`config.mk`:
```
export PLATFORM = sky130hd
export DESIGN_NAME = read_dust_complexity_filter
export DESIGN_NICKNAME = d
export VERILOG_FILES = /design/src/rtl/core/rdcf_pkg.sv /design/src/rtl/core/rdcf_ram.sv /design/src/rtl/core/rdcf_front.sv /design/src/rtl/core/rdcf_queue.sv /design/src/rtl/core/rdcf_back.sv /design/src/rtl/core/read_dust_complexity_filter.sv
export VERILOG_INCLUDE_DIRS = /design/src /design/src/rtl/core
export SDC_FILE = /design/constraint.sdc
export NUM_CORES = 2
export LEC_CHECK = 0
export ABC_AREA = 1
export BUFFER_PORTS_ARGS = -buffer_cell sky130_fd_sc_hd__buf_2
export CELL_PAD_IN_SITES_DETAIL_PLACEMENT = 1
export CELL_PAD_IN_SITES_GLOBAL_PLACEMENT = 2
export CORE_UTILIZATION = 35
export CTS_CLUSTER_DIAMETER = 60
export DETAILED_ROUTE_END_ITERATION = 7
export GPL_ROUTABILITY_DRIVEN = 0
export PLACE_DENSITY = 0.7
export REMOVE_ABC_BUFFERS = 1
export SETUP_SLACK_MARGIN = 0.05
export SYNTH_ARGS = -nofsm -noshare
export SYNTH_HDL_FRONTEND = slang
export SYNTH_HIERARCHICAL = 1
export SYNTH_SLANG_ARGS = --single-unit
export TNS_END_PERCENT = 50
```
`constraint.sdc`:
```
create_clock -name clk_i -period 8.35 [get_ports clk_i]
set_input_delay 1.2525 -clock clk_i [delete_from_list [all_inputs] [get_ports clk_i]]
set_output_delay 1.2525 -clock clk_i [all_outputs]
set_load 0.02 [all_outputs]
```
`src/rtl/core/read_dust_complexity_filter_macros.svh`:
```
// Assertion macros for the block's top-level RTL file.
`ifndef READ_DUST_COMPLEXITY_FILTER_MACROS_SVH
`define READ_DUST_COMPLEXITY_FILTER_MACROS_SVH

// Property that must hold at every clock edge outside reset.
`define RDCF_ASSERT(lbl, prop, msg) \
  lbl: assert property (@(posedge clk_i) disable iff (!rst_ni) (prop)) else $error(msg);

// Implication checked in the same cycle.
`define RDCF_ASSERT_IMP(lbl, ante, cons, msg) \
  lbl: assert property (@(posedge clk_i) disable iff (!rst_ni) (ante) |-> (cons)) \
    else $error(msg);

`endif

```
`src/rtl/core/rdcf_pkg.sv`:
```
package rdcf_pkg;

  // Longest read that is still counted.
  localparam int MAX_LEN = 4095;

  localparam int LEN_W = $clog2(MAX_LEN + 1);
  localparam int BIN_W = LEN_W;
  localparam longint SCORE_MAX = (longint'(MAX_LEN) * longint'(MAX_LEN - 1)) / 2;
  localparam int SCORE_W = $clog2(SCORE_MAX + 1);
  localparam int LIM_W = 2 * LEN_W;
  localparam int CMP_W = (SCORE_W > LIM_W) ? SCORE_W : LIM_W;

  localparam int NUM_BINS = 64;
  localparam int BIN_IDX_W = $clog2(NUM_BINS);
  localparam int CODE_W = 2;
  localparam int PREV_W = BIN_IDX_W - CODE_W;

  localparam int QUEUE_DEPTH = 4;
  localparam int QPTR_W = $clog2(QUEUE_DEPTH);

  localparam int OUT_LEN_W = 12;
  localparam int OUT_SCORE_W = 23;

  // Reads shorter than this are always low complexity.
  localparam int SHORT_READ = 6;
  localparam int LIM_OFFSET = 2;
  // First character position that completes a trinucleotide.
  localparam int FIRST_BIN_POS = 2;

  localparam logic [7:0] CHAR_A = 8'h41;
  localparam logic [7:0] CHAR_C = 8'h43;
  localparam logic [7:0] CHAR_G = 8'h47;
  localparam logic [7:0] CHAR_T = 8'h54;

  typedef struct packed {
    logic [7:0] symbol;
    logic       last;
  } sym_in_t;

  typedef struct packed {
    logic                   all_acgt;
    logic                   high_complexity;
    logic [OUT_SCORE_W-1:0] dust_score;
    logic [OUT_LEN_W-1:0]   read_length;
    logic                   overflow;
  } result_t;

  // One classified item handed from the front to the back.
  typedef struct packed {
    logic                 do_bin;
    logic [BIN_IDX_W-1:0] idx;
    logic                 last;
    logic                 all_acgt;
    logic                 too_long;
    logic [LEN_W-1:0]     len;
    logic [LIM_W-1:0]     lim;
  } work_t;

  typedef struct packed {
    logic full;
    logic empty;
  } q_stat_t;

  typedef struct packed {
    logic pop;
    logic done_last;
  } bk_stat_t;

  function automatic logic [OUT_LEN_W-1:0] sat_len(input logic [LEN_W-1:0] l);
    logic [LEN_W+OUT_LEN_W-1:0] w;
    w = (LEN_W + OUT_LEN_W)'(l);
    if (w > (LEN_W + OUT_LEN_W)'({OUT_LEN_W{1'b1}})) begin
      return {OUT_LEN_W{1'b1}};
    end
    return w[OUT_LEN_W-1:0];
  endfunction

  function automatic logic [OUT_SCORE_W-1:0] sat_score(input logic [SCORE_W-1:0] s);
    logic [SCORE_W+OUT_SCORE_W-1:0] w;
    w = (SCORE_W + OUT_SCORE_W)'(s);
    if (w > (SCORE_W + OUT_SCORE_W)'({OUT_SCORE_W{1'b1}})) begin
      return {OUT_SCORE_W{1'b1}};
    end
    return w[OUT_SCORE_W-1:0];
  endfunction

endpackage

```
`src/rtl/core/rdcf_ram.sv`:
```
module rdcf_ram #(
  parameter int WIDTH = 8,
  parameter int DEPTH = 64
) (
  input  logic                     clk_i,
  input  logic                     we_i,
  input  logic [$clog2(DEPTH)-1:0] waddr_i,
  input  logic [WIDTH-1:0]         wdata_i,
  input  logic [$clog2(DEPTH)-1:0] raddr_i,
  output logic [WIDTH-1:0]         rdata_o
);

  logic [WIDTH-1:0] mem_q [DEPTH];

  // Read-first: a read at the written address returns the old word.
  always_ff @(posedge clk_i) begin
    rdata_o <= mem_q[raddr_i];
    if (we_i) begin
      mem_q[waddr_i] <= wdata_i;
    end
  end

endmodule

```
`src/rtl/core/rdcf_front.sv`:
```
module rdcf_front (
  input  logic             clk_i,
  input  logic             rst_ni,
  input  logic             in_valid_i,
  input  rdcf_pkg::sym_in_t in_item_i,
  output logic             in_stall_o,
  input  rdcf_pkg::q_stat_t q_stat_i,
  output logic             push_o,
  output rdcf_pkg::work_t  entry_o
);

  logic [rdcf_pkg::PREV_W-1:0] prev_q, prev_d;
  logic [rdcf_pkg::LEN_W-1:0]  count_q, count_d;
  logic                        acgt_q, acgt_d;
  logic                        long_q, long_d;

  logic [rdcf_pkg::CODE_W-1:0] code;
  logic                        at_max;
  logic                        is_acgt;
  logic [rdcf_pkg::LEN_W-1:0]  len_new;
  logic [rdcf_pkg::LEN_W-1:0]  qtr;
  logic [rdcf_pkg::LEN_W-1:0]  rem6;
  logic [rdcf_pkg::LIM_W-1:0]  prod;

  assign in_stall_o = q_stat_i.full;
  assign push_o     = in_valid_i && !q_stat_i.full;

  always_comb begin
    code    = in_item_i.symbol[2:1];
    at_max  = (count_q == rdcf_pkg::LEN_W'(rdcf_pkg::MAX_LEN));
    is_acgt = (in_item_i.symbol == rdcf_pkg::CHAR_A) || (in_item_i.symbol == rdcf_pkg::CHAR_C) ||
              (in_item_i.symbol == rdcf_pkg::CHAR_G) || (in_item_i.symbol == rdcf_pkg::CHAR_T);
    len_new = at_max ? count_q : count_q + rdcf_pkg::LEN_W'(1);
    qtr     = (len_new - rdcf_pkg::LEN_W'(rdcf_pkg::LIM_OFFSET)) >> 2;
    rem6    = len_new - rdcf_pkg::LEN_W'(rdcf_pkg::SHORT_READ);
    prod    = rdcf_pkg::LIM_W'(qtr) * rdcf_pkg::LIM_W'(rem6);

    entry_o.do_bin   = !at_max && (count_q >= rdcf_pkg::LEN_W'(rdcf_pkg::FIRST_BIN_POS));
    entry_o.idx      = {prev_q, code};
    entry_o.last     = in_item_i.last;
    entry_o.all_acgt = acgt_q && is_acgt;
    entry_o.too_long = long_q || at_max;
    entry_o.len      = len_new;
    entry_o.lim      = (len_new >= rdcf_pkg::LEN_W'(rdcf_pkg::SHORT_READ)) ? (prod >> 3) : '0;

    prev_d  = prev_q;
    count_d = count_q;
    acgt_d  = acgt_q;
    long_d  = long_q;
    if (push_o) begin
      if (in_item_i.last) begin
        prev_d  = '0;
        count_d = '0;
        acgt_d  = 1'b1;
        long_d  = 1'b0;
      end else begin
        prev_d  = at_max ? prev_q : {prev_q[rdcf_pkg::PREV_W-rdcf_pkg::CODE_W-1:0], code};
        count_d = len_new;
        acgt_d  = entry_o.all_acgt;
        long_d  = entry_o.too_long;
      end
    end
  end

  always_ff @(posedge clk_i or negedge rst_ni) begin
    if (!rst_ni) begin
      prev_q  <= '0;
      count_q <= '0;
      acgt_q  <= 1'b1;
      long_q  <= 1'b0;
    end else begin
      prev_q  <= prev_d;
      count_q <= count_d;
      acgt_q  <= acgt_d;
      long_q  <= long_d;
    end
  end

endmodule

```
`src/rtl/core/rdcf_queue.sv`:
```
module rdcf_queue (
  input  logic               clk_i,
  input  logic               rst_ni,
  input  logic               push_i,
  input  rdcf_pkg::work_t    entry_i,
  input  logic               pop_i,
  output rdcf_pkg::work_t    head_o,
  output rdcf_pkg::q_stat_t  stat_o
);

  rdcf_pkg::work_t              mem_q [rdcf_pkg::QUEUE_DEPTH];
  logic [rdcf_pkg::QPTR_W-1:0]  wr_q, wr_d;
  logic [rdcf_pkg::QPTR_W-1:0]  rd_q, rd_d;
  logic [rdcf_pkg::QPTR_W:0]    cnt_q, cnt_d;

  always_comb begin
    head_o       = mem_q[rd_q];
    stat_o.full  = (cnt_q == (rdcf_pkg::QPTR_W + 1)'(rdcf_pkg::QUEUE_DEPTH));
    stat_o.empty = (cnt_q == '0);
    wr_d  = push_i ? wr_q + rdcf_pkg::QPTR_W'(1) : wr_q;
    rd_d  = pop_i ? rd_q + rdcf_pkg::QPTR_W'(1) : rd_q;
    cnt_d = cnt_q;
    if (push_i && !pop_i) begin
      cnt_d = cnt_q + (rdcf_pkg::QPTR_W + 1)'(1);
    end else if (pop_i && !push_i) begin
      cnt_d = cnt_q - (rdcf_pkg::QPTR_W + 1)'(1);
    end
  end

  always_ff @(posedge clk_i) begin
    if (push_i) begin
      mem_q[wr_q] <= entry_i;
    end
  end

  always_ff @(posedge clk_i or negedge rst_ni) begin
    if (!rst_ni) begin
      wr_q  <= '0;
      rd_q  <= '0;
      cnt_q <= '0;
    end else begin
      wr_q  <= wr_d;
      rd_q  <= rd_d;
      cnt_q <= cnt_d;
    end
  end

endmodule

```
`src/rtl/core/rdcf_back.sv`:
```
module rdcf_back (
  input  logic               clk_i,
  input  logic               rst_ni,
  input  rdcf_pkg::work_t    head_i,
  input  rdcf_pkg::q_stat_t  q_stat_i,
  output rdcf_pkg::bk_stat_t stat_o,
  output logic               out_valid_o,
  input  logic               out_stall_i,
  output rdcf_pkg::result_t  out_item_o
);

  logic                          s_valid_q, s_valid_d;
  rdcf_pkg::work_t               s_item_q;
  logic [rdcf_pkg::NUM_BINS-1:0] bin_vld_q, bin_vld_d;
  logic [rdcf_pkg::SCORE_W-1:0]  score_q, score_d;
  logic                          fwd_valid_q, fwd_valid_d;
  logic [rdcf_pkg::BIN_IDX_W-1:0] fwd_idx_q;
  logic [rdcf_pkg::BIN_W-1:0]    fwd_val_q;
  logic                          out_valid_q, out_valid_d;
  rdcf_pkg::result_t             out_item_q;

  logic                           out_free;
  logic                           s_done;
  logic                           s_free;
  logic                           pop;
  logic                           we;
  logic [rdcf_pkg::BIN_IDX_W-1:0] raddr;
  logic [rdcf_pkg::BIN_W-1:0]     ram_rdata;
  logic [rdcf_pkg::BIN_W-1:0]     m;
  logic [rdcf_pkg::BIN_W-1:0]     m_inc;
  logic [rdcf_pkg::SCORE_W-1:0]   score_new;
  rdcf_pkg::result_t              res;

  rdcf_ram #(
    .WIDTH (rdcf_pkg::BIN_W),
    .DEPTH (rdcf_pkg::NUM_BINS)
  ) u_bins (
    .clk_i   (clk_i),
    .we_i    (we),
    .waddr_i (s_item_q.idx),
    .wdata_i (m_inc),
    .raddr_i (raddr),
    .rdata_o (ram_rdata)
  );

  always_comb begin
    out_free = !out_valid_q || !out_stall_i;
    s_done   = s_valid_q && (!s_item_q.last || out_free);
    s_free   = !s_valid_q || s_done;
    pop      = s_free && !q_stat_i.empty;
    // A held item keeps re-reading its own bin so the read data stays current.
    raddr    = s_free ? head_i.idx : s_item_q.idx;

    // The bin written on the previous edge is not yet in the read data.
    if (fwd_valid_q && (fwd_idx_q == s_item_q.idx)) begin
      m = fwd_val_q;
    end else if (bin_vld_q[s_item_q.idx]) begin
      m = ram_rdata;
    end else begin
      m = '0;
    end
    m_inc     = m + rdcf_pkg::BIN_W'(1);
    score_new = s_item_q.do_bin ? score_q + rdcf_pkg::SCORE_W'(m) : score_q;
    we        = s_done && s_item_q.do_bin;

    res.all_acgt        = s_item_q.all_acgt;
    res.high_complexity = rdcf_pkg::CMP_W'(score_new) < rdcf_pkg::CMP_W'(s_item_q.lim);
    res.dust_score      = rdcf_pkg::sat_score(score_new);
    res.read_length     = rdcf_pkg::sat_len(s_item_q.len);
    res.overflow        = s_item_q.too_long;

    s_valid_d = pop ? 1'b1 : (s_free ? 1'b0 : s_valid_q);

    bin_vld_d   = bin_vld_q;
    score_d     = score_q;
    fwd_valid_d = 1'b0;
    if (s_done) begin
      if (s_item_q.last) begin
        bin_vld_d = '0;
        score_d   = '0;
      end else begin
        score_d     = score_new;
        fwd_valid_d = s_item_q.do_bin;
        if (s_item_q.do_bin) begin
          bin_vld_d[s_item_q.idx] = 1'b1;
        end
      end
    end

    out_valid_d = (s_done && s_item_q.last) || (out_valid_q && out_stall_i);

    stat_o.pop       = pop;
    stat_o.done_last = s_done && s_item_q.last;
  end

  assign out_valid_o = out_valid_q;
  assign out_item_o  = out_item_q;

  always_ff @(posedge clk_i) begin
    if (pop) begin
      s_item_q <= head_i;
    end
    if (we) begin
      fwd_idx_q <= s_item_q.idx;
      fwd_val_q <= m_inc;
    end
    if (s_done && s_item_q.last) begin
      out_item_q <= res;
    end
  end

  always_ff @(posedge clk_i or negedge rst_ni) begin
    if (!rst_ni) begin
      s_valid_q   <= 1'b0;
      bin_vld_q   <= '0;
      score_q     <= '0;
      fwd_valid_q <= 1'b0;
      out_valid_q <= 1'b0;
    end else begin
      s_valid_q   <= s_valid_d;
      bin_vld_q   <= bin_vld_d;
      score_q     <= score_d;
      fwd_valid_q <= fwd_valid_d;
      out_valid_q <= out_valid_d;
    end
  end

endmodule

```
`src/rtl/core/read_dust_complexity_filter.sv`:
```
// Trinucleotide DUST low-complexity filter for a stream of reads.
// The input channel carries one character byte of a read per item, with a
// flag on the final byte. The output channel carries one result item per
// read: the DUST score, the read length, an all-ACGT flag, an overflow flag
// and a high-complexity flag. Both channels use valid and stall; an item
// moves at a rising edge where valid is high and stall is low.
// The block sustains one input item per cycle while the output is not
// stalled. A front stage tracks the read position and the last two codes
// and computes the length limit; a four-entry queue decouples it from the
// back stage, which does one read-modify-write of the 64-entry bin memory
// per cycle. With nothing stalled, a result passes from the queue through
// the back-stage item register into the output register.
// When the output is stalled, the finished result waits in the output
// register and the back stage holds the next last item; bytes keep flowing
// in until the queue fills, then in_stall_o rises.
// Reset clears all read state and empties the queue and pipeline; the bin
// memory is cleared at once through per-bin valid flags.
`include "read_dust_complexity_filter_macros.svh"

module read_dust_complexity_filter (
  input  logic              clk_i,
  input  logic              rst_ni,
  input  logic              in_valid_i,
  output logic              in_stall_o,
  input  rdcf_pkg::sym_in_t in_item_i,
  output logic              out_valid_o,
  input  logic              out_stall_i,
  output rdcf_pkg::result_t out_item_o
);

  logic               push;
  rdcf_pkg::work_t    entry;
  rdcf_pkg::work_t    head;
  rdcf_pkg::q_stat_t  q_stat;
  rdcf_pkg::bk_stat_t bk_stat;

  // Front: character classification, position tracking and the length limit.
  rdcf_front u_front (
    .clk_i      (clk_i),
    .rst_ni     (rst_ni),
    .in_valid_i (in_valid_i),
    .in_item_i  (in_item_i),
    .in_stall_o (in_stall_o),
    .q_stat_i   (q_stat),
    .push_o     (push),
    .entry_o    (entry)
  );

  // Work queue between the two halves.
  rdcf_queue u_queue (
    .clk_i   (clk_i),
    .rst_ni  (rst_ni),
    .push_i  (push),
    .entry_i (entry),
    .pop_i   (bk_stat.pop),
    .head_o  (head),
    .stat_o  (q_stat)
  );

  // Back: bin update, score accumulation and result formatting.
  rdcf_back u_back (
    .clk_i       (clk_i),
    .rst_ni      (rst_ni),
    .head_i      (head),
    .q_stat_i    (q_stat),
    .stat_o      (bk_stat),
    .out_valid_o (out_valid_o),
    .out_stall_i (out_stall_i),
    .out_item_o  (out_item_o)
  );

  `RDCF_ASSERT_IMP(a_no_push_full, push, !q_stat.full, "item pushed into a full queue")
  `RDCF_ASSERT_IMP(a_no_pop_empty, bk_stat.pop, !q_stat.empty, "item popped from an empty queue")
  `RDCF_ASSERT(a_queue_sane, !(q_stat.full && q_stat.empty), "queue both full and empty")
  `RDCF_ASSERT_IMP(a_out_from_last, $rose(out_valid_o), $past(bk_stat.done_last), "result without a last item")

endmodule
```
Yosys cells after proc, flatten, opt, wreduce, memory -nomap -nowiden:

Memory sizes are Yosys's and may differ from the RTL's. A register that Yosys moved wholly into a read port is not among the register bits.
Cells that the tools add are included.

* register bits after elaboration: 217
* output and inout bits: 40
* RAM bits: 940
* memories kept: 2

Memories
* u_back.u_bins.mem_q: depth 64, width 12, rd ports 1, clocked after Yosys merged registers in 1, write ports 1, line rdcf_ram.sv:13 `logic [WIDTH-1:0] mem_q [DEPTH];`
* u_queue.mem_q: depth 4, width 43, rd ports 1, clocked after Yosys merged registers in 0, write ports 1, line rdcf_queue.sv:11 `rdcf_pkg::work_t mem_q [rdcf_pkg::QUEUE_DEPTH];`

* equal/unequal tests: 8
* muxes and demuxes: 28
* reduce and logical (&&, ||, !) cells: 35
* bitwise logic cells: 1
* order comparisons: 5
* $add $sub $neg: 9
* $mul: 1

Operators by type and width (count)
* $mux 64: 2
* $or 64x64->64: 1
* $mux 12: 4
* $mux 23: 2
* $eq 8x7->1 const B: 4
* $add 12x1->12 const B: 2
* $lt 23x24->1: 1
* $add 23x12->23: 1
* $mul 10x12->22: 1
* $mux 21: 1
* $eq 12x12->1 const B: 1
* $ge 12x2->1 const B: 1
* $ge 12x3->1 const B: 1
* $logic_and 1x1->1: 12
* $mux 1: 12
* $sub 12x2->12 const B: 1
* $sub 12x3->12 const B: 1
* $logic_not 1->1: 9
* $logic_or 1x1->1: 8
* $mux 4: 2
* $lt 6x7->1 const B: 1
* $bmux 1 s6: 1
* $demux 1 s6: 1
* $eq 6x6->1: 1
* 11 further kinds: 16

Depth between registers and ports, before layout:

* depth in word-level cells: 9
* gate-level depth with buffers: 35
* mapped depth without buffers: 34

By module:

Netlist, hierarchy kept.

By module, submodules not included
* rdcf_ram: cells each 2661, instances 1, area each 31675.4 µm²
* rdcf_back: cells each 1054, instances 1, area each 9686.8 µm²
* rdcf_queue: cells each 585, instances 1, area each 8102.8 µm²
* rdcf_front: cells each 781, instances 1, area each 5909.4 µm²

Least setup slack after synthesis:

No wires, ideal clock.

* kind: register -> register
* from: register u_front/count_q[0] (netlist bit)
* to: memory u_queue/mem_q[0][15] (netlist bit) (data pin)
* arrival: 6.569 ns
* path buffers: 1
* required time: 8.090 ns
* period minus slack after synthesis: 6.830 ns
* path slack: 1.520 ns
* stages on the path, launching flop included: 35
* setup time: 0.260 ns
* cell sequence: dfrtp_1 > ha_1 > nand2_2 > nor2_2 > nand3_4 > clkinv_4 > or2_4 > o21ai_4 > clkinv_4 > ha_1 > inv_1 > nand2_1 > nand2_2 > clkbuf_1 > nand2_1 > fa_1 > inv_1 > fa_1 > inv_1 > fa_1 > inv_1 > fa_1 > inv_1 > fa_1 > inv_1 > ha_1 > nand2_1 > nor3_1 > inv_1 > o21ai_0 > a21oi_1 > o21ai_0 > nand2_1 > nand2_1 > nor2_1

RTL lines
* from (decl): line rdcf_front.sv:13 `logic [rdcf_pkg::LEN_W-1:0] count_q, count_d;`
* from (signal assigned): line rdcf_front.sv:73 `count_q <= count_d;`
* to (decl): line rdcf_queue.sv:11

==> results.txt <==
----------------------------------------------------
[Global routing]
  Wire length of the first global-routing pass ... between 200000 and 250000 µm
  Largest net degree at the start of global routing ... 167
  Antenna violations before repair ... 3
  GR Util All Layers ... between 20% and 30%
  Global route total overflow ... 0
  Vias in the first global route ... between 30000 and 40000

[Drt]
  Number of detailed-routing iterations run before antenna repair ... 5
  Initial DRC Count ... 2080
  Via-to-Cell Ratio ... about 5.1
  Via total after detailed routing ... approximately 37000
  Routed Wire Length ... ~160000 µm
  Number of nets still failing antenna checks after routing ... 0
  Wirelength per Cell ... between 20 and 25 µm
  Number of remaining DRC errors ... 0

[Logic synthesis]
  Share of Yosys cell area claimed by the top area cell type ... roughly 57%
  Synthesized-area fraction occupied by ao, oa, aoi and oai cells ... about 4.2%
  Mux contribution to synthesized area ... 0%
  Adder-Cell Fraction of Synth Area ... under 10%
  Async SR Flop Fraction ... ~10%
  #FFs+latches synth ... roughly 1200
  Summed instance area of the synthesized netlist ... between 50000 and 60000 µm²
  Simple-Gate Fraction of Synth Area ... 20.8%
  Avg Inst Size Synth ... 10.9 µm²
  Main combinational cell family by area after synthesis ... simple AND/OR/NAND/NOR gates
  Dominant cell type by area after synthesis ... sky130_fd_sc_hd__edfxtp_1
  Primary flip-flop cell chosen by synthesis mapping ... sky130_fd_sc_hd__edfxtp_1
  Number of synthesized flops with an enable pin ... about 1100
  Xor and xnor fraction of the mapped netlist area ... under 10%
  Most common library cells after synthesis ... sky130_fd_sc_hd__nand2_1, sky130_fd_sc_hd__edfxtp_1, sky130_fd_sc_hd__nand3_1
  Dominant cells by area after synthesis ... sky130_fd_sc_hd__edfxtp_1, sky130_fd_sc_hd__nand2_1, sky130_fd_sc_hd__nand3_1
  Seq/Total Area, Yosys ... 62.8%
  Most frequent cell after synthesis ... sky130_fd_sc_hd__nand2_1
  Syn Inst Count ... about 5100
  Distinct cell type count after synthesis ... 65
  Total of warnings raised by yosys ... 6

[Clocking]
  Later-pin clock latency in the skew report ... 770 ps
  Number of buffers on the longest clock path ... 3
  Clk sink count ... roughly 1200
  TritonCTS Buffers ... approximately 140
  Clock tree from TritonCTS ... built
  Clock transition at the register clock pins on the worst setup and hold paths after CTS ... approximately 60 ps
  Number of H-tree levels ... 4
  Hold Buf Count CTS ... 0
  Clock tree root buffer cell ... sky130_fd_sc_hd__clkbuf_16

[Layout]
  Number of nets in the final layout ... between 5000 and 6000
  Post-Layout Cell Count ... around 7300
  Number of filler cells placed in the layout ... about 17000
  Fraction of layout instances using a drive strength above 1 ... between 10 and 15%
  Area overhead of the layout relative to synthesis ... 12.6%

[Timing]
  Unrepaired setup endpoints after global routing ... no
  Final worst-path cycle share ... 92.6%
  Number of endpoints with negative hold slack in the final report ... 0
  Setup violation total in the final timing report ... 0
  Highest attainable clock frequency ... ~0.13 GHz
  Transition time at the pin with the least slew margin ... approximately 1200 ps
  Hold Worst Slack ... 422 ps
  Slew Limit Fails ... 0
  Post-layout min period ... 7730 ps
  Largest clock skew in the final design ... around 40 ps
  Headroom to the max-slew limit ... roughly a fifth

[Critical path]
  Crit path max fanout ... 16
  Critical path capture point type ... flip-flop
  Most Frequent Cell on Critical Path ... sky130_fd_sc_hd__fa_1
  Crit path max-delay cell type ... sky130_fd_sc_hd__fa_1
  Critical path buffers and inverters ... 5
  Required time reported for the critical path endpoint ... 8930 ps
  Start-to-end type of the worst setup path ... reg2reg
  Top Family by Delay on Critical Path ... adder cells
  Delay contributed by the slowest stage of the critical path ... roughly 550 ps
  Endpoint arrival time on the critical path ... roughly 8300 ps
  Worst setup SP type ... flip-flop

[Floorplan]
  Initial cell density of the core ... 35.4%
  Full die area ... about 160000 µm²
  Chip Height ... 400 µm
  Ports placed on the boundary ... 53
  Site Rows ... between 100 and 150
  Die Span X ... 400 µm
  Core Area ... about 160000 µm²

[Run status]
  Status ... finished clean

[Min path]
  Path class of the lowest-slack min-delay path ... reg2reg

[Place]
  Post-detailed-placement half-perimeter wirelength ... between 100000 and 150000 µm
  Number of input and output port buffers inserted ... 52
  Cells after DPL ... about 7000

[Job]
  Max Cap Violations ... 0

----------------------------------------------------
registers in the layout, indices dropped and copies added (netlist names):
register / count
u_queue/mem_q: 184
u_back/bin_vld_q: 64
u_queue/wr_q: 2
u_front/prev_q: 4
u_front/long_q: 1
u_queue/cnt_q: 3
u_front/count_q: 12
u_back/s_item_q: 32
u_back/fwd_idx_q: 6
u_back/out_valid_o: 1
u_back/u_bins/rdata_o: 12
u_queue/rd_q: 2
u_back/u_bins/mem_q: 768
u_back/out_item_o: 38
u_front/acgt_q: 1
u_back/fwd_valid_q: 1
u_back/score_q: 23
u_back/fwd_val_q: 12
u_back/s_valid_q: 1
u_back/res: 14
what timing repair did:
item,4_1_cts,5_1_grt
resized for setup,0,4
setup endpoints to repair,0,12
endpoints found under the hold margin,0,0
setup buffers,0,0
logic make-up after synthesis:
family                     Yosys count
AOI/OAI and AO/OA                  335
xor gates and xnor gates            56
adders and majority gates          180
buffers and inverters              692
DFF                               1181
other                                1
and+or+nand+nor                   2636
worst paths after layout:
path                               startpoint                   end  slack (ps)  cells after the start
max in group asynchronous              rst_ni       u_queue/rd_q[0]        6200                      2
setup reg to reg           u_front/count_q[1]  u_queue/mem_q[2][15]         620                     31
setup / recovery           u_front/count_q[1]  u_queue/mem_q[2][15]         620                     31
hold reg to reg                 u_back/res[2]  u_back/out_item_o[2]         420                      0
hold / removal                  u_back/res[2]  u_back/out_item_o[2]         420                      0
min in group asynchronous              rst_ni    u_back/score_q[10]         580                      1
layout make-up:
cell class	count	area (µm²)	area share, %
sequential	1181	34800	55.8
multi-input combinational	3213	17600	28.2
clock buffer	188	3850	6.18
tap	2058	2570	4.13
inverter	435	1670	2.68
timing repair buffer	178	1250	2.00
clock inverter	68	667	1.07
antenna	2	5.00	0.00803
per-stage QoR:
stage,util [%],cell area [µm²],worst slack (ps),setup TNS (ps)
after floorplan,-,53700,-24440,-293190
after global placement,36.9,57800,477,0
after detailed placement,36.9,57800,355,0
after CTS,39.8,62300,327,0
after global routing,39.8,62300,116,0
final,39.8,62300,620,0
layout by cell type (no fill, tap or decap), types with 80 or more instances in the layout:
cell                        count
sky130_fd_sc_hd__clkbuf_16    147
sky130_fd_sc_hd__ha_1          99
sky130_fd_sc_hd__inv_1        406
sky130_fd_sc_hd__o21ai_0       81
sky130_fd_sc_hd__nand2_1     1480
sky130_fd_sc_hd__nand3_1      723
sky130_fd_sc_hd__buf_4        124
sky130_fd_sc_hd__nor2_1       229
sky130_fd_sc_hd__fa_1          80
sky130_fd_sc_hd__dfrtp_1      112
sky130_fd_sc_hd__edfxtp_1    1054
routing by layer:
metal,up-vias,global-route usage [%],share of wire [%]
met5,-,0,0
met4,0,5.89,2.5
met3,217,2.63,3.0
met2,515,34.7,49
met1,19100,27.3,46
li1,17400,-,-
Power is not shown: default switching activity piles up to over one toggle a cycle in this logic, so the estimate is an artifact.
